[config.mk]
export PLATFORM = sky130hd
export DESIGN_NAME = sfd_mul
export DESIGN_NICKNAME = d
export VERILOG_FILES = /design/src/rtl/sfd_pkg.sv /design/src/rtl/sfd_mul.sv
export SDC_FILE = /design/constraint.sdc
export NUM_CORES = 2
export LEC_CHECK = 0
export BUFFER_PORTS_ARGS = -buffer_cell sky130_fd_sc_hd__buf_2
export CORE_UTILIZATION = 30
export CTS_BUF_LIST = sky130_fd_sc_hd__clkbuf_4
export DETAILED_ROUTE_END_ITERATION = 8
export PLACE_DENSITY = 0.49
export SETUP_SLACK_MARGIN = 0.3
export SYNTH_ARGS = -nofsm -noshare
export SYNTH_HDL_FRONTEND = slang
export SYNTH_SLANG_ARGS = --single-unit
[constraint.sdc]
create_clock -name aclk -period 11.65 [get_ports aclk]
set_input_delay 2.33 -clock aclk [delete_from_list [all_inputs] [get_ports aclk]]
set_output_delay 2.33 -clock aclk [all_outputs]
set_load 0.01 [all_outputs]
[src/rtl/sfd_pkg.sv]
// Shared constants, types and helpers for the smoothed feedback delay.
package sfd_pkg;

    localparam int LINE_DEPTH = 262144;
    localparam int ADDR_W     = $clog2(LINE_DEPTH);
    localparam int FILL_W     = $clog2(LINE_DEPTH + 1);

    localparam int SAMPLE_W   = 24;
    localparam int DELAY_W    = 18;
    localparam int GAIN_W     = 17;
    localparam int FRAC_W     = 24;
    localparam int SMOOTH_W   = DELAY_W + FRAC_W;
    localparam int DIFF_W     = SMOOTH_W + 1;
    localparam int GAIN_SHIFT = 16;

    localparam int CFG_IDX_W  = 2;
    localparam int CFG_DATA_W = 18;

    localparam int MUL_W      = 26;
    localparam int PROD_W     = 2 * MUL_W;
    localparam int CMP_W      = ((ADDR_W > DELAY_W) ? ADDR_W : DELAY_W) + 1;

    // 0.0002 in Q0.24
    localparam logic signed [MUL_W-1:0] SMOOTH_COEF = 26'sd3355;

    localparam logic [DELAY_W-1:0] DELAY_TARGET_RST = 18'd24000;

    typedef enum logic [CFG_IDX_W-1:0] {
        REG_BYPASS       = 2'd0,
        REG_DELAY_TARGET = 2'd1,
        REG_FEEDBACK     = 2'd2,
        REG_MIX          = 2'd3
    } cfg_reg_t;

    typedef enum logic [3:0] {
        ST_IDLE,
        ST_SM_HI,
        ST_SM_LO,
        ST_SM_UPD,
        ST_ADDR,
        ST_RD_B,
        ST_SUB,
        ST_INTERP,
        ST_READ,
        ST_FB,
        ST_MIX,
        ST_DONE
    } state_t;

    typedef struct packed {
        logic                    en;
        logic signed [MUL_W-1:0] op_a;
        logic signed [MUL_W-1:0] op_b;
    } mul_req_t;

    typedef struct packed {
        logic                       en;
        logic [ADDR_W-1:0]          addr;
        logic signed [SAMPLE_W-1:0] data;
    } line_wr_t;

    // clamp a wide signed value to the 24-bit sample range
    function automatic logic signed [SAMPLE_W-1:0] sat_sample(
        input logic signed [PROD_W:0] v
    );
        logic [PROD_W-SAMPLE_W+1:0] top;
        top = v[PROD_W:SAMPLE_W-1];
        if (top == '0 || top == '1) begin
            return v[SAMPLE_W-1:0];
        end else if (v[PROD_W]) begin
            return {1'b1, {(SAMPLE_W-1){1'b0}}};
        end else begin
            return {1'b0, {(SAMPLE_W-1){1'b1}}};
        end
    endfunction

endpackage

[src/rtl/sfd_mul.sv]
// Shared signed multiplier with registered product.
module sfd_mul
    import sfd_pkg::*;
(
    input  logic                     aclk,
    input  mul_req_t                 req,
    output logic signed [PROD_W-1:0] product
);

    logic signed [PROD_W-1:0] product_reg;

    // product holds while no new request arrives
    always_ff @(posedge aclk) begin
        if (req.en) begin
            product_reg <= req.op_a * req.op_b;
        end
    end

    assign product = product_reg;

endmodule

# Word-level counts from Yosys, hierarchy flattened

Cells that the tools add are included.

Add/subtract/negate cells: 0
$mul: 1
Divide/modulo/power cells: 0
$lt $le $gt $ge: 0
Equality and inequality tests: 0
Shift-type cells: 0
Muxes and demuxes: 0
Bitwise operators: 0
Reductions and logical operators: 0

Operator list:

| cell                         | count |
|---|---|
| multiplier 26 x 26 -> 52 bit | 1 |

Bits in registers: 52
Latch bits: 0
Bits in writable memories: 0
ROM bits: 0
Input port bits: 54
Output and inout bits: 52
Logic and storage cells: 2
Memories kept: 0

# Logic depth before layout (Yosys ltp)

Word-level depth: 1
Depth in mapped cells: 26
Depth with buffers taken out: 24

# Worst setup path before layout

OpenSTA, ideal clock, no wires.

Kind: in2reg
From: input port req[51] (netlist bit)
To: register product_reg[44] (netlist: product[44]), data pin
Setup time: 0.266 ns
Arrival time: 8.620 ns
Data required time: 11.384 ns
Slack: 2.764 ns
Stages on the path: 22
Buffers on the path: 1
Cells stage by stage: clkbuf_1 nand2_1 inv_1 fa_1 fa_1 inv_1 fa_1 inv_1 fa_1 fa_1 fa_1 inv_1 fa_1 inv_1 ha_1 nand2_1 or4_1 or4_1 o211ai_1 a21oi_2 o21ai_1 xor2_1

Cells in the longest elaborated chain, start to end: 1

RTL lines:

| what                         | RTL line      | source |
|---|---|---|
| from (decl)                  | sfd_mul.sv:6  | `input mul_req_t req,` |
| multiplier 26 x 26 -> 52 bit | sfd_mul.sv:15 | `product_reg <= req.op_a * req.op_b;` |
| to (signal assigned)         | sfd_mul.sv:15 |  |
| to (decl)                    | sfd_mul.sv:10 | `logic signed [PROD_W-1:0] product_reg;` |

Every way passes these cells.
A chain may end at the register's enable or synchronous reset.

# Worst setup path after layout

From: input port req[2] (netlist bit)
To: register product_reg[44] (netlist: product[44]), data pin

Same word-level chain as after synthesis.

==> impl_metrics.env <==
export IMPL_num_vias=17700
export IMPL_clock_path_buffers=2
export IMPL_yosysUniqueCellTypes=54
export IMPL_routabilityCongestion=0.829
export IMPL_nets=3669
export IMPL_clkSinkCount=52
export IMPL_setup_violations=0
export IMPL_syn_avg_cell_area_um2=9.46
export IMPL_crit_type="input pin to flop"
export IMPL_finalSetupTns_ps=0
export IMPL_path_delay_family="adder cells"
export IMPL_vias_per_cell=4.53
export IMPL_netlist_top_cells_area="fa_1, inv_1, ha_1"
export IMPL_synth_top_area_cell="fa_1"
export IMPL_crit_chain="buf_2 -> nand2_1 -> inv_1 -> fa_1 -> fa_1 -> fa_1 -> inv_1 -> fa_1 -> inv_1 -> fa_1 -> inv_1 -> fa_1 -> inv_1 -> ha_1 -> nand2_1 -> or4_1 -> or4_1 -> o211ai_1 -> a21oi_2 -> o21ai_1 -> xor2_1"
export IMPL_drive_gt1_share_pct=4.96
export IMPL_routedWlPerCell_um=18.0
export IMPL_rows=107
export IMPL_cts_resized=0
export IMPL_antenna_found_initial=2
export IMPL_outcome="finished clean"
export IMPL_worstPathBufferInverterCount=6
export IMPL_drt_first_pass_iters=4
export IMPL_grt_pass1_vias=19700
export IMPL_grt_overflow=0
export IMPL_start_kind="input pin"
export IMPL_chipHeight_um=297
export IMPL_synth_top_area_share_pct=54.4
export IMPL_yosysWarningCount=0
export IMPL_end_kind="flop"
export IMPL_period_minus_slack_ps=9580
export IMPL_synthCells=2763
export IMPL_finalHoldViolations=0
export IMPL_largest_reg_flops=52
export IMPL_area_growth_pct=6.18
export IMPL_fp_coreArea_um2=85700
export IMPL_ios=106
export IMPL_synthArstFlopShare_pct=0
export IMPL_final_common_cell="inv_1"
export IMPL_numCtsBuffers=5
export IMPL_grt_pass1_wl_um=113000
export IMPL_cts_hold_buf=0
export IMPL_die_area_um2=88300
export IMPL_rsz0062_at_grt="false"
export IMPL_post_cts_setup_buffer_count=0
export IMPL_cts_tree="yes"
export IMPL_ys_ff_latch=52
export IMPL_syn_area_um2=26100
export IMPL_fin_crit_sh_pct=82.3
export IMPL_tightest_slew_ps=1170
export IMPL_hold_class="input pin to flop"
export IMPL_cts_root_buf="clkbuf_4"
export IMPL_synthFlopType="edfxtp_1"
export IMPL_grt_max_degree=53
export IMPL_finalWirelength_um=70400
export IMPL_syn_nets=3673
export IMPL_port_buffer_count=105
export IMPL_drc_errors=0
export IMPL_max_stage_delay_ps=950
export IMPL_grt_total_usage_pct=16.6
export IMPL_dieWidth_um=297
export IMPL_synth_edf_count=52
export IMPL_layout_common_cells="inv_1, fa_1, nand2_1, and2_1, ha_1"
export IMPL_worst_path_max_fanout=26
export IMPL_crit_top_cell="fa_1"
export IMPL_critPathSlowestCell="fa_1"
export IMPL_ys_seq_area_share_pct=5.97
export IMPL_htree_num_levels=2
export IMPL_slew_headroom_pct=21.7
export IMPL_fill_cells=9087
export IMPL_dp_final_hpwl_um=58300
export IMPL_drt_initial_drc_count=634
export IMPL_path_clk_slew_ps=190
export IMPL_required_ps=11840
export IMPL_cap_violations=0
export IMPL_start_util_pct=30.5
export IMPL_arrival_ps=9780
export IMPL_clock_fmax_mhz=104
export IMPL_ant_nets=0
export IMPL_slew_viol_final=0
==> synth_stat cells, types with 11 or more instances <==
master	n
inv_1	737
nand2_1	398
clkbuf_1	122
xor2_1	11
ha_1	146
fa_1	710
a21o_1	18
nor2_1	50
nand4_1	11
xnor2_1	46
nand3_1	11
edfxtp_1	52
and2_1	281
a21oi_1	55
o21ai_0	25
==> cells by family (layout without fill, tap and decap cells) <==
kind of cell / count (synthesis) / after routing / synth area share (%)
buf+inv: 860 / 857 / 12.4
fa+ha+maj: 856 / 856 / 61.4
simple gates: 778 / 778 / 14.3
compound gates: 160 / 160 / 4.08
xor+xnor: 57 / 57 / 1.91
flops: 52 / 52 / 5.97
other cells: 0 / 1 / 0
==> worst paths after layout <==
check,startpoint,end,slack [ps],cells after the start
max,req[2],product[44],2070,21
min,req[0],product[0],2550,2
==> metal layers <==
metal,GRT usage [%],up-vias,wire length [um]
met4,3.61,0,1730
li1,-,7913,-
met3,1.49,78,1750
met1,20.1,9439,28100
met2,31.4,252,38800
met5,0,-,0
==> cell type report <==
cell class                 instances  area [um^2]  share of cell area, %
clock inverter                     3         27.5                 0.0992
timing repair buffer             112          578                   2.08
inverter                         737         2770                   9.97
clock buffer                       5         37.5                  0.135
multi-input combinational       1851        21300                   76.9
sequential                        52         1560                   5.63
tap                             1144         1430                   5.16
antenna                            1         2.50                0.00902
==> metrics by stage <==
stage               setup WS (ps)  instance area (um^2)  hold slack [ps]  cells  util (%)
floorplan                    2760                 26100             2440   2763         -
CTS                          2120                 27700             2530   3904      32.4
finish                       2070                 27800             2550   3905      32.4
global placement             1670                 27700             2740   3896      32.3
detailed placement           1630                 27700             2740   3896      32.3
global route                 1630                 27800             2520   3905      32.4
Power is not shown: default switching activity piles up to over one toggle a cycle in this logic, so the estimate is an artifact.
